**config.mk**
```make
export PLATFORM = sky130hd
export DESIGN_NAME = key_debounce_long_press_core
export DESIGN_NICKNAME = d
export VERILOG_FILES = /design/src/rtl/core/kdlp_pkg.sv /design/src/rtl/core/kdlp_lane.sv /design/src/rtl/core/kdlp_merge.sv /design/src/rtl/core/key_debounce_long_press_core.sv
export SDC_FILE = /design/constraint.sdc
export NUM_CORES = 1
export LEC_CHECK = 0
export ABC_AREA = 0
export BUFFER_PORTS_ARGS = -buffer_cell sky130_fd_sc_hd__buf_4
export CAP_MARGIN = 10
export CORE_MARGIN = 5
export CORE_UTILIZATION = 57
export CTS_CLUSTER_DIAMETER = 200
export CTS_CLUSTER_SIZE = 40
export DETAILED_ROUTE_END_ITERATION = 12
export GPL_TIMING_DRIVEN = 0
export PLACE_DENSITY = 0.78
export SYNTH_ARGS = -nofsm -noshare
export SYNTH_HDL_FRONTEND = slang
export SYNTH_HIERARCHICAL = 1
export SYNTH_SLANG_ARGS = --single-unit
```
**constraint.sdc**
```tcl
create_clock -name clk -period 3.6 [get_ports clk]
set_input_delay 0.54 -clock clk [delete_from_list [all_inputs] [get_ports clk]]
set_output_delay 0.54 -clock clk [all_outputs]
set_load 0.05 [all_outputs]
```
**src/rtl/core/kdlp_pkg.sv**
```systemverilog
package kdlp_pkg;

  // Key count and register geometry
  localparam int NumKeys  = 2;
  localparam int CountW   = 16;
  localparam int CfgIdxW  = 2;

  localparam logic [CountW-1:0] CountMax        = {CountW{1'b1}};
  localparam logic [CountW-1:0] DebounceReset   = 16'd20;
  localparam logic [CountW-1:0] LongPressReset  = 16'd1000;

  // Register indexes on the configuration port
  localparam logic [CfgIdxW-1:0] REG_DEBOUNCE   = 2'd0;
  localparam logic [CfgIdxW-1:0] REG_LONG_PRESS = 2'd1;

  // Per-key phase, one-hot
  typedef enum logic [3:0] {
    PH_IDLE     = 4'b0001,
    PH_DEBOUNCE = 4'b0010,
    PH_PRESSED  = 4'b0100,
    PH_LONG     = 4'b1000
  } phase_t;

  // Tick control shared by every lane
  typedef struct packed {
    logic              step;
    logic [CountW-1:0] debounce_ticks;
    logic [CountW-1:0] long_press_ticks;
  } lane_ctrl_t;

  // What one lane finds on a tick
  typedef struct packed {
    logic short_p;
    logic long_p;
    logic held;
  } lane_res_t;

  // One result word
  typedef struct packed {
    logic [NumKeys-1:0] short_press_pulses;
    logic [NumKeys-1:0] long_press_pulses;
    logic [NumKeys-1:0] held_flags;
  } result_t;

endpackage

```
**src/rtl/core/kdlp_lane.sv**
```systemverilog
module kdlp_lane
  import kdlp_pkg::*;
(
  input  logic       clk,
  input  logic       rst_n,
  input  lane_ctrl_t ctrl_i,
  input  logic       level_i,
  output lane_res_t  res_o
);

  phase_t            phase_r, phase_nxt;
  logic [CountW-1:0] cnt_r, cnt_nxt;
  logic              held_r, held_nxt;
  logic [CountW-1:0] cnt_inc;
  logic              short_p, long_p;

  // Saturating increment of the hold count
  assign cnt_inc = (cnt_r == CountMax) ? cnt_r : cnt_r + 1'b1;

  // Advance the key machine for this tick
  always_comb begin
    phase_nxt = phase_r;
    cnt_nxt   = cnt_r;
    held_nxt  = held_r;
    short_p   = 1'b0;
    long_p    = 1'b0;
    unique case (phase_r)
      PH_IDLE: begin
        if (level_i) begin
          phase_nxt = PH_DEBOUNCE;
          cnt_nxt   = '0;
        end
      end
      PH_DEBOUNCE: begin
        if (level_i) begin
          cnt_nxt = cnt_inc;
          if (cnt_inc >= ctrl_i.debounce_ticks) begin
            phase_nxt = PH_PRESSED;
            held_nxt  = 1'b1;
            cnt_nxt   = '0;
          end
        end else begin
          phase_nxt = PH_IDLE;
        end
      end
      PH_PRESSED: begin
        if (!level_i) begin
          short_p   = 1'b1;
          held_nxt  = 1'b0;
          phase_nxt = PH_IDLE;
        end else begin
          cnt_nxt = cnt_inc;
          if (cnt_inc >= ctrl_i.long_press_ticks) begin
            long_p    = 1'b1;
            phase_nxt = PH_LONG;
          end
        end
      end
      PH_LONG: begin
        if (!level_i) begin
          held_nxt  = 1'b0;
          phase_nxt = PH_IDLE;
        end
      end
      default: begin
        phase_nxt = PH_IDLE;
      end
    endcase
  end

  // Hold state unless a word is taken
  always_ff @(posedge clk) begin
    if (!rst_n) begin
      phase_r <= PH_IDLE;
      cnt_r   <= '0;
      held_r  <= 1'b0;
    end else if (ctrl_i.step) begin
      phase_r <= phase_nxt;
      cnt_r   <= cnt_nxt;
      held_r  <= held_nxt;
    end
  end

  assign res_o.short_p = short_p;
  assign res_o.long_p  = long_p;
  assign res_o.held    = held_nxt;

endmodule

```
**src/rtl/core/kdlp_merge.sv**
```systemverilog
module kdlp_merge
  import kdlp_pkg::*;
(
  input  logic      clk,
  input  logic      rst_n,
  input  logic      push_i,
  input  lane_res_t lanes_i [NumKeys],
  output logic      space_o,
  output logic      valid_o,
  input  logic      ready_i,
  output result_t   word_o
);

  result_t     fifo_r [2];
  logic        wr_ptr_r, rd_ptr_r;
  logic [1:0]  count_r, count_nxt;
  result_t     word_in;
  logic        pop;

  // Gather lane bits into one result word
  always_comb begin
    word_in = '0;
    for (int k = 0; k < NumKeys; k++) begin
      word_in.short_press_pulses[k] = lanes_i[k].short_p;
      word_in.long_press_pulses[k]  = lanes_i[k].long_p;
      word_in.held_flags[k]         = lanes_i[k].held;
    end
  end

  assign pop     = valid_o && ready_i;
  assign space_o = (count_r != 2'd2);
  assign valid_o = (count_r != 2'd0);
  assign word_o  = fifo_r[rd_ptr_r];

  always_comb begin
    count_nxt = count_r;
    if (push_i && !pop) begin
      count_nxt = count_r + 2'd1;
    end else if (pop && !push_i) begin
      count_nxt = count_r - 2'd1;
    end
  end

  // Store pushed words
  always_ff @(posedge clk) begin
    if (push_i) begin
      fifo_r[wr_ptr_r] <= word_in;
    end
  end

  // Advance pointers and fill count
  always_ff @(posedge clk) begin
    if (!rst_n) begin
      wr_ptr_r <= 1'b0;
      rd_ptr_r <= 1'b0;
      count_r  <= 2'd0;
    end else begin
      if (push_i) begin
        wr_ptr_r <= ~wr_ptr_r;
      end
      if (pop) begin
        rd_ptr_r <= ~rd_ptr_r;
      end
      count_r <= count_nxt;
    end
  end

endmodule

```
**src/rtl/core/key_debounce_long_press_core.sv**
```systemverilog
// Channel  Direction  Handshake            Payload
// in       input      in_valid/in_ready    in_key_levels
// out      output     out_valid/out_ready  out_short_press_pulses, out_long_press_pulses,
//                                          out_held_flags
// cfg      input      cfg_valid/cfg_ready  cfg_index, cfg_data
//
// One tick word is taken per cycle while in_ready is high; its result is ready in the
// next cycle. Every key has its own lane updated in the tick's cycle; a two-word output
// buffer lets one more word in while a result waits, so in_ready only drops
// when two results are held. cfg_ready is always high.
// Reset (rst_n low, synchronous) returns all keys to idle and the
// thresholds to 20 and 1000 ticks.
module key_debounce_long_press_core
  import kdlp_pkg::*;
(
  input  logic               clk,
  input  logic               rst_n,
  input  logic               in_valid,
  output logic               in_ready,
  input  logic [NumKeys-1:0] in_key_levels,
  output logic               out_valid,
  input  logic               out_ready,
  output logic [NumKeys-1:0] out_short_press_pulses,
  output logic [NumKeys-1:0] out_long_press_pulses,
  output logic [NumKeys-1:0] out_held_flags,
  input  logic               cfg_valid,
  output logic               cfg_ready,
  input  logic [CfgIdxW-1:0] cfg_index,
  input  logic [CountW-1:0]  cfg_data
);

  logic [CountW-1:0] debounce_r;
  logic [CountW-1:0] long_press_r;
  lane_ctrl_t        ctrl;
  lane_res_t         lane_res [NumKeys];
  result_t           word;
  logic              space;

  assign cfg_ready = 1'b1;

  // Decode register writes
  always_ff @(posedge clk) begin
    if (!rst_n) begin
      debounce_r   <= DebounceReset;
      long_press_r <= LongPressReset;
    end else if (cfg_valid && cfg_ready) begin
      unique case (cfg_index)
        REG_DEBOUNCE:   debounce_r   <= cfg_data;
        REG_LONG_PRESS: long_press_r <= cfg_data;
        default:        ;
      endcase
    end
  end

  assign in_ready               = space;
  assign ctrl.step              = in_valid && in_ready;
  assign ctrl.debounce_ticks    = debounce_r;
  assign ctrl.long_press_ticks  = long_press_r;

  // One lane per key
  for (genvar k = 0; k < NumKeys; k++) begin : g_lane
    kdlp_lane u_lane (
      .clk     (clk),
      .rst_n   (rst_n),
      .ctrl_i  (ctrl),
      .level_i (in_key_levels[k]),
      .res_o   (lane_res[k])
    );
  end

  // Merge lane results and buffer the word
  kdlp_merge u_merge (
    .clk     (clk),
    .rst_n   (rst_n),
    .push_i  (ctrl.step),
    .lanes_i (lane_res),
    .space_o (space),
    .valid_o (out_valid),
    .ready_i (out_ready),
    .word_o  (word)
  );

  assign out_short_press_pulses = word.short_press_pulses;
  assign out_long_press_pulses  = word.long_press_pulses;
  assign out_held_flags         = word.held_flags;

  // A key never gives a short and a long press on one tick
  a_no_both: assert property (@(posedge clk) disable iff (!rst_n)
    out_valid |-> ((out_short_press_pulses & out_long_press_pulses) == '0))
    else $error("short and long press on one key in one word");

  // A short press releases the key
  a_short_released: assert property (@(posedge clk) disable iff (!rst_n)
    out_valid |-> ((out_short_press_pulses & out_held_flags) == '0))
    else $error("short press with key still held");

  // A long press happens while held
  a_long_held: assert property (@(posedge clk) disable iff (!rst_n)
    out_valid |-> ((out_long_press_pulses & ~out_held_flags) == '0))
    else $error("long press on a key not held");

  // Input stalls only when results are waiting
  a_stall_full: assert property (@(posedge clk) disable iff (!rst_n)
    !in_ready |-> out_valid)
    else $error("input stalled with no result pending");

endmodule
```
======== Word-level counts from Yosys, hierarchy flattened ========
Memories as Yosys holds them, arrays and structs flattened. A register that Yosys moved wholly into a read port is not among the register bits.
Cells that the tools add are included.
word-level totals
  register bits ........................... 78
  bits in writable memories ............... 12
  memories kept ........................... 1
memory list
  memory          words  bits a word  rd ports  clocked after Yosys merged registers in  wr ports  RTL line          source
  u_merge.fifo_r  2      6            1         1                                        1         kdlp_merge.sv:14  result_t fifo_r [2];
cells by class
  $add $sub $neg .......................... 4
  magnitude comparators ................... 4
  equal/unequal tests ..................... 24
  multiplexer cells ....................... 50
  bitwise operators ....................... 2
  reduce and logical (&&, ||, !) cells .... 19
operator list
  operator                                              number
  two-way mux 16 bit                                    10
  case mux 16 bit (3 select lines)                      2
  >= comparator 16 bit                                  4
  two-way mux 4 bit                                     12
  adder 16 x 1 -> 16 bit (second input constant)        2
  equality test 16 bit (second input constant)          2
  case mux 4 bit (4 select lines)                       2
  two-way mux 1 bit                                     20
  AND reduction 5 bit                                   4
  != test 2 bit (second input constant)                 9
  != test 3 x 2 -> 1 bit (second input constant)        4
  equality test 4 x 1 -> 1 bit (second input constant)  2
  equality test 4 x 2 -> 1 bit (second input constant)  2
  equality test 4 x 3 -> 1 bit (second input constant)  2
  equality test 4 bit (second input constant)           2
  nonzero test 3 bit                                    2
  logical AND 1 bit                                     4
  two-way mux 2 bit                                     2
  case mux 1 bit (2 select lines)                       2
  AND reduction 2 bit                                   2
  nonzero test 2 bit                                    2
  OR reduction 2 bit                                    2
  adder 2 x 1 -> 2 bit (second input constant)          1
  equality test 2 x 1 -> 1 bit (second input constant)  1
  4 further kinds                                       6

======== Logic depth before layout (Yosys ltp) ========
  depth in word-level cells ............... 6
  mapped depth ............................ 16

======== Hierarchy ========
Netlist, hierarchy kept.
by module, submodules not included
  module                        times used  cells an instance  area an instance (um^2)  sequential area each (um^2)
  kdlp_lane (g_lane[0].u_lane)  1           306                2349.8                   420.4
  kdlp_lane (g_lane[1].u_lane)  1           295                2321.0                   420.4
  key_debounce_long_press_core  1           136                1312.5                   640.6
  kdlp_merge                    1           41                 651.9                    460.4

======== Worst setup path after synthesis ========
OpenSTA, ideal clock, no wires.
  path kind ............................... register to register
  start point ............................. register g_lane[0].u_lane.cnt_r[3]
  end point ............................... register g_lane[0].u_lane.cnt_r[4]
  library setup time ...................... 0.117 ns
  data arrival time ....................... 3.913 ns
  slack ................................... -0.430 ns
  cell stages (with the launch flop) ...... 15
  path buffers ............................ 2
  path through ............................ dfxtp_1 -> clkbuf_1 -> and4_1 -> nand3_1 -> or4_1 -> o21a_1 -> o21bai_1 -> ha_1 -> nand4_1 -> or3_1 -> or4_4 -> a31o_1 -> buf_6 -> and3_4 -> a22o_1
on the way
  longest elaborated chain between the ends .. 6
  elaborated cells on any way between the ends .. 8
RTL lines
  item                                                            RTL line         source
  start: declaration                                              kdlp_lane.sv:12  logic [CountW-1:0] cnt_r, cnt_nxt;
  start signal: assignment                                        kdlp_lane.sv:79  cnt_r <= cnt_nxt;
  adder 16 x 1 -> 16 bit or equality test 16 bit (tied branches)  kdlp_lane.sv:18  assign cnt_inc = (cnt_r == CountMax) ? cnt_r : cnt_r + 1'b1;
  two-way mux 16 bit *                                            kdlp_lane.sv:18
  >= comparator 16 bit                                            kdlp_lane.sv:37  if (cnt_inc >= ctrl_i.debounce_ticks) begin
  two-way mux 16 bit                                              kdlp_lane.sv:37
  two-way mux 16 bit                                              kdlp_lane.sv:35  if (level_i) begin
  case mux 16 bit (3 select lines) *                              kdlp_lane.sv:27  unique case (phase_r)
Mark *: on every way between the ends. The rest lies on a longest branch, timed or not. The select of a mux whose other input is x is not followed.
A chain may end at the register's enable or synchronous reset.

======== Worst setup path in the final report ========
  start point ............................. register g_lane[0].u_lane.cnt_r[6]
  end point ............................... register g_lane[0].u_lane.cnt_r[4]
Same word-level chain as after synthesis.

==> impl_metrics.csv <==
group,metric,value,unit
die,floorplan.initialDensity,58.1,%
worst_setup_path,crit_arrival,4040,ps
place,detailedPlacementHpwl,12200,um
die,die_w,118,um
finish,fin_area,7770,sq um
worst_setup_path,end_kind,"register",
logic_synthesis,synth_flop_cell,"dfxtp_1",
finish,antenna_cells,0,
logic_synthesis,syn_area,6640,sq um
logic_synthesis,yosys_warnings,6,
logic_synthesis,seq_area_frac_synth,29.3,%
global_route,grt_antenna_before_repair,0,
job,maxCapViolations,0,
global_route,grt_max_degree,17,
routing,totalWireLength,16900,um
sta,clock_skew,9.04,ps
clock_network,cts_tree,"yes",
finish,final_common_cell,"nand2_1",
die,die_height,118,um
place,routabilityCongestion,0.911,
power,totalPowerFinal,2.81,mW
logic_synthesis,synth-edff-count,12,
routing,wl_per_cell,17.1,um
die,core-area,11400,sq um
clock_network,h-tree-depth,3,
worst_setup_path,critPathMaxFanout,6,
worst_setup_path,startpoint_type,"register",
power,power_density,361,nW/um^2
global_route,grt_pass1_wl,27200,um
power,seqPwrFrac,40.3,%
finish,final_cell_mix,"nand2_1, inv_1, dfxtp_1",
place,portBuffers,30,
global_route,grt_pass1_vias,5696,
die,dieArea,13900,sq um
clock_network,cts_sinks,91,
power,combPwrFrac,25.8,%
routing,vias,6004,
finish,layout-drive-gt1-share,17.4,%
routing,drt-pass1-iter-count,5,
sta,rsz0062_at_grt,"true",
logic_synthesis,synth_area_per_cell,8.53,sq um
clock_network,insertion_delay,350,ps
die,fp-row-count,39,
die,io-pin-count,34,
logic_synthesis,ys_ff_latch,91,
sta,setup_viol,21,
sta,post-route-period-util,105,%
finish,syn_to_final_growth,17.2,%
logic_synthesis,syn-num-nets,870,
global_route,overflow,0,
power,swShare,32.5,%
routing,drt-initial-drc-count,476,
sta,hold_viol,0,
finish,fillers,908,
clock_network,postCtsHoldBufs,0,
logic_synthesis,post_synth_num_cell_types,81,
routing,viasPerCell,6.09,
power,vdd_drop_max,0.000380,V
min_path,hold_path.class,"register to register",
power,power.leakage,3.46,nW
clock_network,cts.path.max_buffers,2,
sta,slew_viol_final,0,
sta,setup_ws,-197,ps
sta,fin_crit,3800,ps
global_route,track_usage,23.3,%
logic_synthesis,syn_inst,778,
routing,drc_errors,0,
place,dp_slack,-526,ps
status,status,"finished with violations",
clock_network,clk_pin_slew_worst_paths,70,ps
worst_setup_path,path_class,"register to register",
sta,clock.fmax,263,MHz
sta,final.setup.tns,-2690,ps
sta,maxSlewHeadroom,50.4,%
clock_network,numCtsBuffers,9,
status,violations,"setup timing",
logic_synthesis,async_flop_share,0,%
routing,detail-route-antenna-nets,0,
place,place_area,7080,sq um
power,internal-power,1.89,mW
sta,tightest_slew,742,ps
power,clkPwrFrac,33.9,%
sta,timing.hold.ws,462,ps
clock_network,root_buffer,"clkbuf_16",
finish,final_net_count,930,
worst_setup_path,critPathRequiredTime,3840,ps
power,p_switching,0.913,mW
[synth_stat cells (5+ instances only)]
master | count | area share [%]
o211ai_1 | 12 | 1.4
xnor2_1 | 17 | 2.2
inv_1 | 83 | 4.7
nor4_1 | 5 | 0.47
nand4b_1 | 10 | 1.3
buf_4 | 9 | 1.0
nor2b_1 | 15 | 1.4
a21oi_1 | 24 | 1.8
xor2_1 | 13 | 1.7
o21a_1 | 8 | 0.91
a41oi_1 | 5 | 0.66
o211a_1 | 5 | 0.75
a22o_1 | 5 | 0.66
o22ai_1 | 7 | 0.66
nand4_1 | 15 | 1.4
nand2_1 | 100 | 5.7
o21ai_0 | 11 | 0.83
buf_6 | 8 | 1.4
ha_1 | 67 | 13
mux2_1 | 7 | 1.2
mux2i_1 | 37 | 5.6
and3_1 | 6 | 0.57
and2_1 | 11 | 1.0
a211oi_1 | 8 | 0.91
nor3b_1 | 7 | 0.79
clkbuf_1 | 19 | 1.1
nand2b_1 | 7 | 0.66
and4b_1 | 5 | 0.75
edfxtp_1 | 12 | 5.4
nand3_1 | 23 | 1.7
nor3_1 | 14 | 1.1
dfxtp_1 | 79 | 24
nor2_1 | 25 | 1.4
o21ai_1 | 19 | 1.4
[metal layers]
| metal | GRT usage, % | part of all wire (%) | vias to the layer above |
|---|---|---|---|
| met2 | 37.7 | 47 | 224 |
| met4 | 8.67 | 1.8 | 0 |
| li1 | - | - | 2890 |
| met5 | 0 | 0 | - |
| met3 | 3.27 | 6.0 | 31 |
| met1 | 31.7 | 45 | 2859 |
[critical path, stage by stage (launching register included)]
cell	delay [ps]
dfxtp_2	370
and4_4	270
nand3_4	80
or4_4	530
o21a_1	210
o21bai_4	190
ha_4	280
nand4_1	120
or3_4	420
or4_4	440
a31o_4	250
buf_6	140
and3_4	200
a22o_1	200
[kinds of logic after synthesis]
logic type                 count (synthesis)  synth area share, %
DFF                                       91                 29.3
adders and majority gates                 67                 12.6
AOI/OAI and AO/OA                        147                 15.7
and+or+nand+nor                          270                 22.1
buffers and inverters                    126                 9.15
xor gates and xnor gates                  30                 3.96
muxes                                     46                 7.11
other                                      1               0.0565
[final timing paths]
check / slack (ps) / startpoint / end / depth (start not counted)
max reg2reg: -200 / g_lane[0].u_lane/cnt_r[6]$_SDFFE_PN0P_ / g_lane[0].u_lane/cnt_r[4]$_SDFFE_PN0P_ / 13
max: -200 / g_lane[0].u_lane/cnt_r[6]$_SDFFE_PN0P_ / g_lane[0].u_lane/cnt_r[4]$_SDFFE_PN0P_ / 13
min: 460 / g_lane[1].u_lane/held_r$_SDFFE_PN0P_ / g_lane[1].u_lane/held_r$_SDFFE_PN0P_ / 2
min reg2reg: 460 / g_lane[1].u_lane/held_r$_SDFFE_PN0P_ / g_lane[1].u_lane/held_r$_SDFFE_PN0P_ / 2
[metrics by stage]
| stage | util (%) | std cells |
|---|---|---|
| finish | 68.1 | 986 |
| global route | 68.1 | 986 |
| CTS | 66.7 | 980 |
| detailed placement | 62.0 | 951 |
| global placement | 62.0 | 951 |
| floorplan | - | 778 |
[timing repair]
action                     in CTS  in global routing
setup endpoints to repair      29                 40
cloned                          0                  2
buffers inserted               15                  7
hold endpoints to repair        0                  0
pin swaps                      15                 14
gates resized for setup        24                 30
[power by group through the flow]
stage                     logic [mW]  registers, mW  clock network [mW]
after detailed placement       0.689           1.15                   0
after floorplan                0.524           1.14                   0
after global routing           0.780           1.14                1.00
after CTS                      0.711           1.13               0.959
after global placement         0.665           1.15                   0
final                          0.723           1.13               0.952
[area by class of cell]
class	count	area, sq um	area share [%]
Multi-Input combinational cell	561	4320	55.6
Timing Repair Buffer	54	428	5.50
Sequential cell	91	1960	25.2
Buffer	38	279	3.59
Clock inverter	5	42.5	0.547
Clock buffer	11	254	3.27
Tap cell	143	179	2.30
Inverter	83	312	4.01
[state kept, by name, indices dropped and copies added, names as in the netlist, named ones only]
signal                 flops
u_merge/wr_ptr_r           1
u_merge/count_r            2
long_press_r              16
u_merge/fifo_r            12
g_lane.u_lane/phase_r      8
g_lane.u_lane/held_r       2
g_lane.u_lane/cnt_r       32
debounce_r                16
u_merge/rd_ptr_r           1
Power figures use the tool's default switching activity.
